### config.mk
export PLATFORM = sky130hd
export DESIGN_NAME = id_number_date_and_check_digit_validator_unit
export DESIGN_NICKNAME = d
export VERILOG_FILES = /design/src/hw/rtl/idv_pkg.sv /design/src/hw/rtl/idv_queue.sv /design/src/hw/rtl/idv_day_num.sv /design/src/hw/rtl/idv_front.sv /design/src/hw/rtl/idv_back.sv /design/src/hw/rtl/id_number_date_and_check_digit_validator_unit.sv
export SDC_FILE = /design/constraint.sdc
export NUM_CORES = 2
export LEC_CHECK = 0
export BUFFER_PORTS_ARGS = -buffer_cell sky130_fd_sc_hd__clkbuf_2
export CORE_ASPECT_RATIO = 1.5
export CORE_MARGIN = 2
export CORE_UTILIZATION = 40
export CTS_CLUSTER_DIAMETER = 30
export DETAILED_ROUTE_END_ITERATION = 8
export MAX_ROUTING_LAYER = met4
export PLACE_DENSITY_LB_ADDON = 0.05
export REMOVE_ABC_BUFFERS = 1
export SLEW_MARGIN = 15
export SYNTH_ARGS = -nofsm -noshare
export SYNTH_HDL_FRONTEND = slang
export SYNTH_HIERARCHICAL = 1
export SYNTH_SLANG_ARGS = --single-unit
### constraint.sdc
create_clock -name clk -period 12.75 [get_ports clk]
set_clock_uncertainty 0.15 [all_clocks]
set_input_delay 0 -clock clk [delete_from_list [all_inputs] [get_ports clk]]
set_output_delay 0 -clock clk [all_outputs]
set_load 0.01 [all_outputs]
### src/hw/rtl/idv_pkg.sv
// idv_pkg: types, constants and helper functions of the id number validator
// no dependencies
package idv_pkg;

  localparam int CHAR_W      = 8;
  localparam int YEAR_W      = 14;
  localparam int MONTH_W     = 4;
  localparam int DAY_W       = 5;
  localparam int BFIELD_W    = 7;
  localparam int DAYS_W      = 22;
  localparam int NUM_W       = 23;
  localparam int POS_W       = 5;
  localparam int SUM_W       = 4;
  localparam int CFG_ADDR_W  = 2;
  localparam int CFG_DATA_W  = 14;
  localparam int QUEUE_DEPTH = 4;

  // result status codes
  localparam logic [1:0] ST_VALID   = 2'd0;
  localparam logic [1:0] ST_INVALID = 2'd1;
  localparam logic [1:0] ST_AFTER   = 2'd2;

  // register indexes
  localparam logic [CFG_ADDR_W-1:0] REG_YEAR  = 2'd0;
  localparam logic [CFG_ADDR_W-1:0] REG_MONTH = 2'd1;
  localparam logic [CFG_ADDR_W-1:0] REG_DAY   = 2'd2;

  localparam logic [YEAR_W-1:0]  REF_YEAR_RST  = 14'd2019;
  localparam logic [MONTH_W-1:0] REF_MONTH_RST = 4'd4;
  localparam logic [DAY_W-1:0]   REF_DAY_RST   = 5'd2;

  localparam logic [DAYS_W-1:0] DAYS_MAX = 22'h3FFFFF;

  // character positions
  localparam logic [POS_W-1:0] POS_YEAR_FIRST  = 5'd6;
  localparam logic [POS_W-1:0] POS_YEAR_LAST   = 5'd9;
  localparam logic [POS_W-1:0] POS_MONTH_FIRST = 5'd10;
  localparam logic [POS_W-1:0] POS_MONTH_LAST  = 5'd11;
  localparam logic [POS_W-1:0] POS_DAY_FIRST   = 5'd12;
  localparam logic [POS_W-1:0] POS_DAY_LAST    = 5'd13;
  localparam logic [POS_W-1:0] POS_CHECK       = 5'd17;
  localparam logic [POS_W-1:0] POS_SAT         = 5'd19;

  localparam logic [CHAR_W-1:0] CH_ZERO = 8'h30;
  localparam logic [CHAR_W-1:0] CH_NINE = 8'h39;
  localparam logic [CHAR_W-1:0] CH_X_UP = 8'h58;
  localparam logic [CHAR_W-1:0] CH_X_LO = 8'h78;

  // reciprocal of 100, exact for dividends below 43699
  localparam int RECIP100     = 5243;
  localparam int RECIP_SHIFT  = 19;

  typedef struct packed {
    logic [CHAR_W-1:0] character;
    logic              last_char;
  } char_t;

  typedef struct packed {
    logic [1:0]        status;
    logic [DAYS_W-1:0] days_lived;
  } res_t;

  // one finished id handed from front to back
  typedef struct packed {
    logic                pre_ok;
    logic [YEAR_W-1:0]   year;
    logic [BFIELD_W-1:0] month;
    logic [BFIELD_W-1:0] day;
  } rec_t;

  function automatic logic [3:0] weight(input logic [POS_W-1:0] pos);
    logic [3:0] w;
    case (pos)
      5'd0:    w = 4'd7;
      5'd1:    w = 4'd9;
      5'd2:    w = 4'd10;
      5'd3:    w = 4'd5;
      5'd4:    w = 4'd8;
      5'd5:    w = 4'd4;
      5'd6:    w = 4'd2;
      5'd7:    w = 4'd1;
      5'd8:    w = 4'd6;
      5'd9:    w = 4'd3;
      5'd10:   w = 4'd7;
      5'd11:   w = 4'd9;
      5'd12:   w = 4'd10;
      5'd13:   w = 4'd5;
      5'd14:   w = 4'd8;
      5'd15:   w = 4'd4;
      5'd16:   w = 4'd2;
      default: w = 4'd0;
    endcase
    return w;
  endfunction

  function automatic logic [8:0] days_before(input logic [MONTH_W-1:0] m);
    logic [8:0] n;
    case (m)
      4'd2:    n = 9'd31;
      4'd3:    n = 9'd59;
      4'd4:    n = 9'd90;
      4'd5:    n = 9'd120;
      4'd6:    n = 9'd151;
      4'd7:    n = 9'd181;
      4'd8:    n = 9'd212;
      4'd9:    n = 9'd243;
      4'd10:   n = 9'd273;
      4'd11:   n = 9'd304;
      4'd12:   n = 9'd334;
      default: n = 9'd0;
    endcase
    return n;
  endfunction

  function automatic logic [4:0] month_len(input logic [BFIELD_W-1:0] m, input logic leap);
    logic [4:0] n;
    case (m)
      7'd2:                         n = leap ? 5'd29 : 5'd28;
      7'd4, 7'd6, 7'd9, 7'd11:      n = 5'd30;
      default:                      n = 5'd31;
    endcase
    return n;
  endfunction

  function automatic logic date_ok(input logic [BFIELD_W-1:0] m,
                                   input logic [BFIELD_W-1:0] d, input logic leap);
    return (m != '0) && (m <= 7'd12) && (d != '0) && (d <= 7'(month_len(m, leap)));
  endfunction

  // remainder by 11 for values up to 127
  function automatic logic [SUM_W-1:0] mod11(input logic [6:0] x);
    logic [14:0] prod;
    logic [3:0]  q;
    logic [6:0]  r;
    prod = 15'(x) * 15'd187;
    q    = prod[14:11];
    r    = x - 7'(7'(q) * 7'd11);
    return r[SUM_W-1:0];
  endfunction

endpackage

### src/hw/rtl/idv_queue.sv
// idv_queue: small register queue between front and back
// depends on idv_pkg
module idv_queue #(
  parameter int DEPTH = idv_pkg::QUEUE_DEPTH
) (
  input  logic          clk,
  input  logic          rst,
  input  logic          push,
  input  idv_pkg::rec_t din,
  output logic          full,
  input  logic          pop,
  output idv_pkg::rec_t dout,
  output logic          empty
);

  localparam int PTR_W = (DEPTH > 1) ? $clog2(DEPTH) : 1;
  localparam int CNT_W = $clog2(DEPTH + 1);
  localparam logic [PTR_W-1:0] PTR_LAST = PTR_W'(DEPTH - 1);

  idv_pkg::rec_t mem [DEPTH];
  logic [PTR_W-1:0] wr_ptr;
  logic [PTR_W-1:0] rd_ptr;
  logic [CNT_W-1:0] count;

  assign full  = (count == CNT_W'(DEPTH));
  assign empty = (count == '0);
  assign dout  = mem[rd_ptr];

  always_ff @(posedge clk) begin
    if (push) begin
      mem[wr_ptr] <= din;
    end
  end

  always_ff @(posedge clk) begin
    if (rst) begin
      wr_ptr <= '0;
      rd_ptr <= '0;
      count  <= '0;
    end else begin
      if (push) begin
        wr_ptr <= (wr_ptr == PTR_LAST) ? '0 : wr_ptr + 1'b1;
      end
      if (pop) begin
        rd_ptr <= (rd_ptr == PTR_LAST) ? '0 : rd_ptr + 1'b1;
      end
      if (push && !pop) begin
        count <= count + 1'b1;
      end else if (pop && !push) begin
        count <= count - 1'b1;
      end
    end
  end

endmodule

### src/hw/rtl/idv_day_num.sv
// idv_day_num: three-stage day number unit, days since 0000-01-01
// depends on idv_pkg
module idv_day_num (
  input  logic                         clk,
  input  logic                         en,
  input  logic [idv_pkg::YEAR_W-1:0]   y,
  input  logic [idv_pkg::MONTH_W-1:0]  m,
  input  logic [idv_pkg::DAY_W-1:0]    d,
  output logic [idv_pkg::NUM_W-1:0]    num,
  output logic                         leap
);

  localparam int QW = 27;

  logic [idv_pkg::NUM_W-1:0]   s1_p365;
  logic [QW-1:0]               s1_qy;
  logic [QW-1:0]               s1_qa;
  logic [QW-1:0]               s1_qb;
  logic [12:0]                 s1_c4;
  logic [3:0]                  s1_ylo;
  logic [idv_pkg::MONTH_W-1:0] s1_m;
  logic [idv_pkg::DAY_W-1:0]   s1_d;

  logic [7:0] q100;
  logic [7:0] c100;
  logic [7:0] c400;
  logic       leap2;

  logic [idv_pkg::NUM_W-1:0]   s2_n0;
  logic                        s2_leap;
  logic [idv_pkg::MONTH_W-1:0] s2_m;
  logic [idv_pkg::DAY_W-1:0]   s2_d;

  // floor(y/100), ceil(y/100) and ceil(y/400) by reciprocal
  always_ff @(posedge clk) begin
    if (en) begin
      s1_p365 <= idv_pkg::NUM_W'(y) * 23'd365;
      s1_qy   <= QW'(y) * QW'(idv_pkg::RECIP100);
      s1_qa   <= (QW'(y) + QW'(99)) * QW'(idv_pkg::RECIP100);
      s1_qb   <= QW'((15'(y) + 15'd399) >> 2) * QW'(idv_pkg::RECIP100);
      s1_c4   <= 13'((15'(y) + 15'd3) >> 2);
      s1_ylo  <= y[3:0];
      s1_m    <= m;
      s1_d    <= d;
    end
  end

  assign q100 = s1_qy[QW-1:idv_pkg::RECIP_SHIFT];
  assign c100 = s1_qa[QW-1:idv_pkg::RECIP_SHIFT];
  assign c400 = s1_qb[QW-1:idv_pkg::RECIP_SHIFT];
  // divisible by 100 exactly when floor and ceil agree
  assign leap2 = ((s1_ylo[1:0] == 2'd0) && (q100 != c100)) ||
                 ((q100 == c100) && (s1_ylo == 4'd0));

  always_ff @(posedge clk) begin
    if (en) begin
      s2_n0   <= s1_p365 + idv_pkg::NUM_W'(s1_c4) - idv_pkg::NUM_W'(c100)
                 + idv_pkg::NUM_W'(c400);
      s2_leap <= leap2;
      s2_m    <= s1_m;
      s2_d    <= s1_d;
    end
  end

  always_ff @(posedge clk) begin
    if (en) begin
      num  <= s2_n0 + idv_pkg::NUM_W'(idv_pkg::days_before(s2_m))
              + idv_pkg::NUM_W'((s2_m > 4'd2) && s2_leap)
              + idv_pkg::NUM_W'(s2_d) - 23'd1;
      leap <= s2_leap;
    end
  end

endmodule

### src/hw/rtl/idv_front.sv
// idv_front: takes one character per beat, keeps check sum and date fields
// depends on idv_pkg
module idv_front (
  input  logic           clk,
  input  logic           rst,
  input  logic           char_valid,
  output logic           char_stall,
  input  idv_pkg::char_t char_beat,
  input  logic           full,
  output logic           push,
  output idv_pkg::rec_t  rec
);

  logic [idv_pkg::POS_W-1:0]    position, position_next;
  logic [idv_pkg::SUM_W-1:0]    wsum, wsum_next;
  logic                         nondigit, nondigit_next;
  logic [idv_pkg::YEAR_W-1:0]   by, by_next;
  logic [idv_pkg::BFIELD_W-1:0] bm, bm_next;
  logic [idv_pkg::BFIELD_W-1:0] bd, bd_next;

  logic                      accept;
  logic                      is_digit;
  logic                      is_x;
  logic [3:0]                dg;
  logic [6:0]                term;
  logic [3:0]                exp_raw;
  logic [3:0]                expect_val;
  logic [3:0]                got;

  assign accept   = char_valid && !full;
  assign char_stall = full;
  assign push     = accept && char_beat.last_char;
  assign is_digit = (char_beat.character >= idv_pkg::CH_ZERO) &&
                    (char_beat.character <= idv_pkg::CH_NINE);
  assign is_x     = (char_beat.character == idv_pkg::CH_X_UP) ||
                    (char_beat.character == idv_pkg::CH_X_LO);
  assign dg       = char_beat.character[3:0];
  assign term     = 7'(dg) * 7'(idv_pkg::weight(position));

  // check value (12 - sum) mod 11 against the current character
  assign exp_raw    = 4'd12 - wsum;
  assign expect_val = (exp_raw >= 4'd11) ? exp_raw - 4'd11 : exp_raw;
  assign got        = is_x ? 4'd10 : dg;

  always_comb begin
    rec.pre_ok = (position == idv_pkg::POS_CHECK) && !nondigit &&
                 (is_digit || is_x) && (got == expect_val);
    rec.year   = by;
    rec.month  = bm;
    rec.day    = bd;
  end

  always_comb begin
    position_next = position;
    wsum_next     = wsum;
    nondigit_next = nondigit;
    by_next       = by;
    bm_next       = bm;
    bd_next       = bd;
    if (accept) begin
      if (char_beat.last_char) begin
        position_next = '0;
        wsum_next     = '0;
        nondigit_next = 1'b0;
        by_next       = '0;
        bm_next       = '0;
        bd_next       = '0;
      end else begin
        if (position < idv_pkg::POS_CHECK) begin
          if (is_digit) begin
            wsum_next = idv_pkg::mod11(7'(wsum) + term);
            if (position >= idv_pkg::POS_YEAR_FIRST && position <= idv_pkg::POS_YEAR_LAST) begin
              by_next = (by << 3) + (by << 1) + idv_pkg::YEAR_W'(dg);
            end else if (position >= idv_pkg::POS_MONTH_FIRST &&
                         position <= idv_pkg::POS_MONTH_LAST) begin
              bm_next = (bm << 3) + (bm << 1) + idv_pkg::BFIELD_W'(dg);
            end else if (position >= idv_pkg::POS_DAY_FIRST &&
                         position <= idv_pkg::POS_DAY_LAST) begin
              bd_next = (bd << 3) + (bd << 1) + idv_pkg::BFIELD_W'(dg);
            end
          end else begin
            nondigit_next = 1'b1;
          end
        end
        if (position < idv_pkg::POS_SAT) begin
          position_next = position + 1'b1;
        end
      end
    end
  end

  always_ff @(posedge clk) begin
    if (rst) begin
      position <= '0;
      wsum     <= '0;
      nondigit <= 1'b0;
      by       <= '0;
      bm       <= '0;
      bd       <= '0;
    end else begin
      position <= position_next;
      wsum     <= wsum_next;
      nondigit <= nondigit_next;
      by       <= by_next;
      bm       <= bm_next;
      bd       <= bd_next;
    end
  end

endmodule

### src/hw/rtl/idv_back.sv
// idv_back: date checks and day count pipeline with output register
// depends on idv_pkg and idv_day_num
module idv_back (
  input  logic                        clk,
  input  logic                        rst,
  input  logic                        empty,
  output logic                        pop,
  input  idv_pkg::rec_t               rec,
  input  logic [idv_pkg::YEAR_W-1:0]  ref_year,
  input  logic [idv_pkg::MONTH_W-1:0] ref_month,
  input  logic [idv_pkg::DAY_W-1:0]   ref_day,
  output logic                        res_valid,
  input  logic                        res_stall,
  output idv_pkg::res_t               res_beat
);

  typedef struct packed {
    logic                         pre_ok;
    logic [idv_pkg::BFIELD_W-1:0] bm;
    logic [idv_pkg::BFIELD_W-1:0] bd;
    logic [idv_pkg::MONTH_W-1:0]  rm;
    logic [idv_pkg::DAY_W-1:0]    rd;
  } side_t;

  logic  en;
  logic  v1, v2, v3;
  side_t side0, side1, side2, side3;

  logic [idv_pkg::NUM_W-1:0] nb;
  logic [idv_pkg::NUM_W-1:0] nr;
  logic                      leap_b;
  logic                      leap_r;
  logic                      b_ok;
  logic                      r_ok;
  logic [idv_pkg::NUM_W-1:0] diff;
  idv_pkg::res_t             res_next;

  assign en  = !res_valid || !res_stall;
  assign pop = en && !empty;

  always_comb begin
    side0.pre_ok = rec.pre_ok;
    side0.bm     = rec.month;
    side0.bd     = rec.day;
    side0.rm     = ref_month;
    side0.rd     = ref_day;
  end

  idv_day_num u_birth (
    .clk  (clk),
    .en   (en),
    .y    (rec.year),
    .m    (rec.month[idv_pkg::MONTH_W-1:0]),
    .d    (rec.day[idv_pkg::DAY_W-1:0]),
    .num  (nb),
    .leap (leap_b)
  );

  idv_day_num u_ref (
    .clk  (clk),
    .en   (en),
    .y    (ref_year),
    .m    (ref_month),
    .d    (ref_day),
    .num  (nr),
    .leap (leap_r)
  );

  always_ff @(posedge clk) begin
    if (en) begin
      side1    <= side0;
      side2    <= side1;
      side3    <= side2;
      res_beat <= res_next;
    end
  end

  always_ff @(posedge clk) begin
    if (rst) begin
      v1        <= 1'b0;
      v2        <= 1'b0;
      v3        <= 1'b0;
      res_valid <= 1'b0;
    end else if (en) begin
      v1        <= pop;
      v2        <= v1;
      v3        <= v2;
      res_valid <= v3;
    end
  end

  assign b_ok = idv_pkg::date_ok(side3.bm, side3.bd, leap_b);
  assign r_ok = idv_pkg::date_ok(idv_pkg::BFIELD_W'(side3.rm),
                                 idv_pkg::BFIELD_W'(side3.rd), leap_r);
  assign diff = nr - nb;

  always_comb begin
    res_next.status     = idv_pkg::ST_INVALID;
    res_next.days_lived = '0;
    if (side3.pre_ok && b_ok) begin
      if (!r_ok || (nb > nr)) begin
        res_next.status = idv_pkg::ST_AFTER;
      end else begin
        res_next.status     = idv_pkg::ST_VALID;
        res_next.days_lived = diff[idv_pkg::NUM_W-1] ? idv_pkg::DAYS_MAX
                                                     : diff[idv_pkg::DAYS_W-1:0];
      end
    end
  end

endmodule

### src/hw/rtl/id_number_date_and_check_digit_validator_unit.sv
// id_number_date_and_check_digit_validator_unit: top level of the id validator
// depends on idv_pkg, idv_front, idv_queue, idv_back
//
// usage:
// - char channel: one ascii character of an 18-char id per beat, last_char set
//   on the final character. a beat may come each cycle while char_stall is low.
// - res channel: one result per id, for the beat with last_char: status valid
//   with days_lived, invalid, or after (born later, or bad reference date).
// - cfg port: cfg_we with cfg_addr 0/1/2 writes reference year/month/day;
//   the user writes only while no id is in flight; the block does not check.
// - results pass the queue, the day number pipeline and output register;
//   throughput is one character per cycle while char_stall is low.
// - the day number pipeline has 3 stages; the output register adds one more
//   stage.
// - when res_stall and res_valid are high the result register and pipeline
//   hold; QDEPTH finished ids fit in the queue; char_stall rises when full.
// - reset clears the stream state, the queue and res_valid, and loads the
//   reference date 2019-04-02.
module id_number_date_and_check_digit_validator_unit #(
  parameter int QDEPTH = idv_pkg::QUEUE_DEPTH
) (
  input  logic                           clk,
  input  logic                           rst,
  input  logic                           char_valid,
  output logic                           char_stall,
  input  idv_pkg::char_t                 char_beat,
  output logic                           res_valid,
  input  logic                           res_stall,
  output idv_pkg::res_t                  res_beat,
  input  logic                           cfg_we,
  input  logic [idv_pkg::CFG_ADDR_W-1:0] cfg_addr,
  input  logic [idv_pkg::CFG_DATA_W-1:0] cfg_data
);

  logic [idv_pkg::YEAR_W-1:0]  ref_year;
  logic [idv_pkg::MONTH_W-1:0] ref_month;
  logic [idv_pkg::DAY_W-1:0]   ref_day;

  logic          q_full;
  logic          q_empty;
  logic          q_push;
  logic          q_pop;
  idv_pkg::rec_t q_din;
  idv_pkg::rec_t q_dout;

  always_ff @(posedge clk) begin
    if (rst) begin
      ref_year  <= idv_pkg::REF_YEAR_RST;
      ref_month <= idv_pkg::REF_MONTH_RST;
      ref_day   <= idv_pkg::REF_DAY_RST;
    end else if (cfg_we) begin
      case (cfg_addr)
        idv_pkg::REG_YEAR:  ref_year  <= cfg_data;
        idv_pkg::REG_MONTH: ref_month <= cfg_data[idv_pkg::MONTH_W-1:0];
        idv_pkg::REG_DAY:   ref_day   <= cfg_data[idv_pkg::DAY_W-1:0];
        default: ;
      endcase
    end
  end

  idv_front u_front (
    .clk        (clk),
    .rst        (rst),
    .char_valid (char_valid),
    .char_stall (char_stall),
    .char_beat  (char_beat),
    .full       (q_full),
    .push       (q_push),
    .rec        (q_din)
  );

  idv_queue #(
    .DEPTH (QDEPTH)
  ) u_queue (
    .clk   (clk),
    .rst   (rst),
    .push  (q_push),
    .din   (q_din),
    .full  (q_full),
    .pop   (q_pop),
    .dout  (q_dout),
    .empty (q_empty)
  );

  idv_back u_back (
    .clk       (clk),
    .rst       (rst),
    .empty     (q_empty),
    .pop       (q_pop),
    .rec       (q_dout),
    .ref_year  (ref_year),
    .ref_month (ref_month),
    .ref_day   (ref_day),
    .res_valid (res_valid),
    .res_stall (res_stall),
    .res_beat  (res_beat)
  );

endmodule

## After elaboration in Yosys (flattened, before gate mapping)

Memories as Yosys holds them, arrays and structs flattened. A register that Yosys moved wholly into a read port is not among the register bits.
Cells that the tools add are included.

- $add $sub $neg: 36
- Multipliers: 11
- Bitwise gates (word level): 1
- Reductions and logical operators: 68
- Mux-type cells: 45
- Order comparisons: 18
- Eq/ne operators: 26

Operators by type and width:

| operator | count |
|---|---|
| $mux 7 | 11 |
| $mux 14 | 4 |
| $mul 14x13->27 const B | 2 |
| $mul 15x13->27 const B | 2 |
| $mul 13x13->26 const B | 2 |
| $add 23x1->23 | 2 |
| $add 23x13->23 | 2 |
| $add 23x5->23 | 2 |
| $add 23x8->23 | 2 |
| $add 23x9->23 | 2 |
| $mul 14x9->23 const B | 2 |
| $sub 23x1->23 const B | 2 |
| $sub 23x8->23 | 2 |
| $add 14x2->15 const B | 2 |
| $add 14x7->15 const B | 2 |
| $add 14x9->15 const B | 2 |
| $mux 4 | 7 |
| $logic_and 1x1->1 | 25 |
| $gt 23x23->1 | 1 |
| $sub 23x23->23 | 1 |
| $mux 22 | 1 |
| $mux 5 | 4 |
| $pmux 5 s2 | 2 |
| $mux 9 | 2 |
| other kinds (62) | 119 |

- Logic and storage cells: 266
- Memory bits (read-only): 416
- Memories: 4
- Bits in registers: 524
- RAM bits: 116
- Output and inout bits: 26

Memories:

| memory | words | width | read ports | clocked after memory_dff | write ports | RTL line | RTL |
|---|---|---|---|---|---|---|---|
| (no name shown) | 16 | 9 | 1 | 1 | 0 | idv_pkg.sv:98 | `case (m)` |
| (no name shown) | 16 | 9 | 1 | 1 | 0 | idv_pkg.sv:98 |  |
| (no name shown) | 32 | 4 | 1 | 1 | 0 | idv_pkg.sv:73 | `case (pos)` |
| u_queue.mem | 4 | 29 | 1 | 1 | 1 | idv_queue.sv:20 | `idv_pkg::rec_t mem [DEPTH];` |

## Logic depth before layout (Yosys ltp)

- Word-level depth: 8
- Gate-level depth with buffers: 36
- Depth with buffers taken out: 36

## By module

The synthesis kept the hierarchy.

Modules (own cells, without submodules):

| module | area an instance (um2) | instances | cells an instance |
|---|---|---|---|
| idv_day_num at u_back.u_birth | 20465.9 | 1 | 1984 |
| idv_day_num at u_back.u_ref | 20317.0 | 1 | 1958 |
| idv_front | 5078.6 | 1 | 581 |
| idv_queue | 4633.2 | 1 | 195 |
| idv_back | 4591.9 | 1 | 349 |
| id_number_date_and_check_digit_validator_unit | 962.2 | 1 | 95 |

## Worst setup path after synthesis

Ideal clock, no wire load.

- Kind: register to register
- Start point: register u_back.res_valid
- End point: register with a tool-made name
- Slack: 3092 ps
- Cell stages (with the launch flop): 8
- Setup time: 149 ps
- Path buffers: 1
- Period minus slack after synthesis: 9658 ps
- Data arrival time: 9359 ps
- Required time: 12451 ps
- Cells stage by stage: dfxtp_1 -> nand2_1 -> clkbuf_1 -> mux2i_1 -> inv_1 -> ha_1 -> o211ai_1 -> o21ai_0

RTL lines:

| what | RTL line | RTL |
|---|---|---|
| start, declared | idv_back.sv:12 | `output logic res_valid,` |
| start signal, assigned | idv_back.sv:88 | `res_valid <= v3;` |

==> results_tabular.tex <==
\begin{tabular}{lr}
\hline
Metric & Value \\
\hline
\multicolumn{2}{l}{\textbf{STA}} \\
RSZ-0062 raised after global routing & no \\
Number of failing hold endpoints at the final stage & 0 \\
Worst-margin pin slew & 1.12 ns \\
Share of the clock period used by the worst path after layout & 0.692 \\
Setup tns final & 0 ns \\
Max-slew headroom & 0.254 \\
Final critical-path required period & around 8.8 ns \\
Maximum frequency from static timing analysis & between 0.1 and 0.15 GHz \\
Setup violation total in the final timing report & 0 \\
Final-report max-slew violation count & 0 \\
\multicolumn{2}{l}{\textbf{Cells and area}} \\
Area used by multi-input combinational logic & between 30,000 and 40,000 um\^{}2 \\
Number of filler instances in the final layout & between 10,000 and 15,000 \\
Number of nets in the finished design & 6,956 \\
Area grow syn2layout & 13.2\% \\
Seq. cell area & around 16,000 um\^{}2 \\
Number of antenna cells inserted & 0 \\
Ratio of cells with drive above 1 in the final layout & 0.0674 \\
\multicolumn{2}{l}{\textbf{Worst setup path}} \\
CP max-delay cell & sky130\_fd\_sc\_hd\_\_fa\_1 \\
Worst path top cell family by delay & adder cells \\
Endpoint required time on the critical path & around 13 ns \\
Count of cell instances traversed by the critical path & 30 \\
Category of the worst setup path capture point & flop \\
Most prevalent standard cell on the critical path & sky130\_fd\_sc\_hd\_\_fa\_1 \\
WP data arrival & between 9 and 10 ns \\
Worst-path maximum fanout & 5 \\
CP startpoint kind & flop \\
Slowest stage delay, CP & between 0.5 and 0.6 ns \\
Worst setup path category & reg -> reg \\
WP buf/inv & 2 \\
Depth of the worst register-to-register path & 30 \\
\multicolumn{2}{l}{\textbf{Floorplanning}} \\
Floorplan core area & $\sim$140,000 um\^{}2 \\
Die extent in y & between 400 and 500 um \\
Effective utilization at floorplan & 0.402 \\
Die Span X & approximately 310 um \\
Rows & $\sim$170 \\
\# IOs & 56 \\
Die area & roughly 140,000 um\^{}2 \\
\multicolumn{2}{l}{\textbf{Clocking}} \\
Clk Tree Root Cell & sky130\_fd\_sc\_hd\_\_clkbuf\_16 \\
Num Clock Sinks & 562 \\
Max Buffers Root-to-Sink & 3 \\
H-Tree Level Count & 3 \\
Clock tree from TritonCTS & yes \\
Source-to-sink clock delay at the later pin of the worst-skew pair & just under 0.8 ns \\
Total clock buffers created by CTS & 114 \\
Number of buffers inserted to repair setup after CTS & 0 \\
Clock slew at reported path FFs & 0.05 ns \\
\multicolumn{2}{l}{\textbf{Worst hold path}} \\
Hold path start & char\_beat[4] \\
Hold Path Stages & 6 \\
Worst min-delay path class & in -> reg \\
\multicolumn{2}{l}{\textbf{Global routing}} \\
Maximum number of pins on one net before global-route repair & 77 \\
First-pass GRT wire length & between 200 and 250 mm \\
Vias in the first global route & between 30,000 and 40,000 \\
Initial antenna violation count & 5 \\
Tot GR Track Use & 0.205 \\
Remaining global-route overflow & 0 \\
\multicolumn{2}{l}{\textbf{Routing}} \\
Wire length the detailed router placed on met1 & 54.0 mm \\
Iteration-0 DRC Markers & 1,395 \\
Detailed Route WL & between 100 and 150 mm \\
Met2 Wirelength & around 76 mm \\
Met3 wire length & around 2.9 mm \\
Drt via density & between 4 and 5 \\
Avg WL per Cell & between 15 and 20 um \\
Via count & 35,900 \\
Post-route ant nets & 0 \\
Max Used Layer & met4 \\
DRC violation count after routing & 0 \\
DR pass1 iterations & 5 \\
\multicolumn{2}{l}{\textbf{Yosys}} \\
Post-synth top flop & sky130\_fd\_sc\_hd\_\_edfxtp\_1 \\
Number of unique standard cell types used by synthesis & 99 \\
Warning count from the yosys run & 6 \\
Combined area of all synthesized cells & 56,000 um\^{}2 \\
Number of flip-flops and latches in the synthesized netlist & around 560 \\
Register area share after synthesis & 0.284 \\
Number of cells produced by synthesis & 5,162 \\
Post-synth EDFFs & approximately 470 \\
Post-synthesis area per instance & 10.9 um\^{}2 \\
Async set-reset flop share out of synthesis & 0 \\
\multicolumn{2}{l}{\textbf{Placed design}} \\
Buffers added on ports & 55 \\
DP Wirelength & 116 mm \\
Final weighted congestion in routability-driven placement & 0.851 \\
\multicolumn{2}{l}{\textbf{Flow run}} \\
Count of maximum capacitance violations & 0 \\
\multicolumn{2}{l}{\textbf{Status}} \\
Run status & finished clean \\
\hline
\end{tabular}
[tightest hold or removal path, cell delays in order]
cell and delay (ns):
sky130_fd_sc_hd__clkbuf_2 0.28, sky130_fd_sc_hd__fa_1 0.25, sky130_fd_sc_hd__ha_1 0.17, sky130_fd_sc_hd__xnor2_1 0.13, sky130_fd_sc_hd__a22oi_1 0.06, sky130_fd_sc_hd__nor2_1 0.07
[flip-flops by register name, indices dropped and copies added, names as in the netlist, 14 cells and up, named ones only]
name / count
ref_year: 14
u_back/res_beat: 24
u_back/side1: 24
u_back/side2: 24
u_back/side3: 24
u_back/u_birth/num: 23
u_back/u_birth/s1_p365: 23
u_back/u_birth/s2_n0: 23
u_back/u_ref/num: 23
u_back/u_ref/s1_p365: 23
u_back/u_ref/s2_n0: 23
u_front/by: 14
u_queue/mem: 116
[what timing repair did]
item | 4_1_cts | 5_1_grt
resized for setup | 0 | 0
endpoints found under the setup margin | 0 | 0
hold buffers | 66 | 0
hold endpoints to repair | 86 | 0
[stage by stage]
stage               cell area [um^2]  worst slack [ns]  instances  utilization  hold slack (ns)
floorplan                      55800              1.26       5118            -          -0.0809
detailed placement             58700              3.94       7076        0.421            0.134
global route                   63400              3.45       7359        0.455            0.149
CTS                            63400              3.88       7359        0.455           0.0699
global placement               58700              4.00       7076        0.421            0.131
finish                         63400              3.93       7359        0.455            0.127
[kinds of logic (layout without fill, tap and decap cells)]
kind of cell | Yosys count | count (layout) | synth area share
xor gates and xnor gates | 311 | 311 | 0.0489
muxes | 77 | 77 | 0.0204
adders and majority gates | 1538 | 1538 | 0.413
and+or+nand+nor | 742 | 742 | 0.0664
buffers and inverters | 1247 | 1574 | 0.0849
AOI/OAI and AO/OA | 685 | 685 | 0.0821
DFF | 562 | 562 | 0.284
[synth_stat cells (all sizes together), types with 6 or more instances]
library cell     n  area, um^2
a2111oi         14         188
a211o           12         105
a211oi          35         278
a21boi          13        97.6
a21o            86         648
a21oi          201        1010
a22oi           15         113
a311oi           9        91.3
a31o             9        78.8
a31oi           26         169
a41oi            8        70.1
and2            34         215
and3            23         150
and4             6        55.1
buf             24         169
clkbuf          20        76.3
dfxtp           96        1920
edfxtp         466       14000
fa             523       10500
ha            1015       12700
inv           1203        4520
mux2i           45         450
mux4            29         657
nand2          137         514
nand2b          55         354
nand3           54         270
nand3b           6        45.0
nand4           23         144
nor2           225         845
nor2b           42         263
nor3            72         385
nor3b            6        56.3
nor4            18         113
nor4b            6        52.6
o211ai          14         105
o21a            48         360
o21ai          111         559
o21bai          16         120
o22ai           10        62.6
o31ai           10        88.8
or2             10        62.6
or3             10        62.6
xnor2          228        2010
xor2            83         727
[layout by cell type (no fill, tap or decap), types with 16 or more instances in the layout]
cell	instances
sky130_fd_sc_hd__nand3_1	54
sky130_fd_sc_hd__edfxtp_1	466
sky130_fd_sc_hd__mux2i_1	45
sky130_fd_sc_hd__buf_4	34
sky130_fd_sc_hd__nor3_1	67
sky130_fd_sc_hd__dlygate4sd3_1	66
sky130_fd_sc_hd__o21ai_0	94
sky130_fd_sc_hd__xnor2_1	226
sky130_fd_sc_hd__a21oi_1	200
sky130_fd_sc_hd__o21a_1	48
sky130_fd_sc_hd__a21o_1	84
sky130_fd_sc_hd__inv_6	25
sky130_fd_sc_hd__and3_1	21
sky130_fd_sc_hd__nand2b_1	53
sky130_fd_sc_hd__nand2_1	136
sky130_fd_sc_hd__inv_1	1202
sky130_fd_sc_hd__fa_1	523
sky130_fd_sc_hd__mux4_2	28
sky130_fd_sc_hd__nor2_1	225
sky130_fd_sc_hd__dfxtp_1	95
sky130_fd_sc_hd__a31oi_1	25
sky130_fd_sc_hd__nor4_1	18
sky130_fd_sc_hd__clkbuf_2	54
sky130_fd_sc_hd__and2_1	33
sky130_fd_sc_hd__ha_1	1015
sky130_fd_sc_hd__a211oi_1	32
sky130_fd_sc_hd__xor2_1	82
sky130_fd_sc_hd__o21bai_1	16
sky130_fd_sc_hd__clkbuf_16	114
sky130_fd_sc_hd__o21ai_1	16
sky130_fd_sc_hd__nand4_1	23
sky130_fd_sc_hd__nor2b_1	42
[path summary, 6_finish.rpt]
check / end / slack, ns
max: u_front/wsum[3] / 3.93
min: u_front/by[4] / 0.13
max reg2reg: u_front/wsum[3] / 3.93
min reg2reg: u_back/u_ref/s2_d[4] / 0.22
[routing by layer]
layer	track usage	vias up
met4	0.0678	0
met1	0.222	17500
met2	0.387	405
met5	-	-
li1	-	17700
met3	0.0206	205
[area by class of cell]
cell class                 count  area share
timing repair buffer         154      0.0187
sequential                   562       0.251
clock buffer                 118      0.0454
clock inverter                99      0.0192
multi-input combinational   3353       0.558
inverter                    1203      0.0712
tap                         1870      0.0369
Power is left out: the tool's default activity adds up to more than one toggle a clock period on the data nets, which glitch-free logic cannot reach.
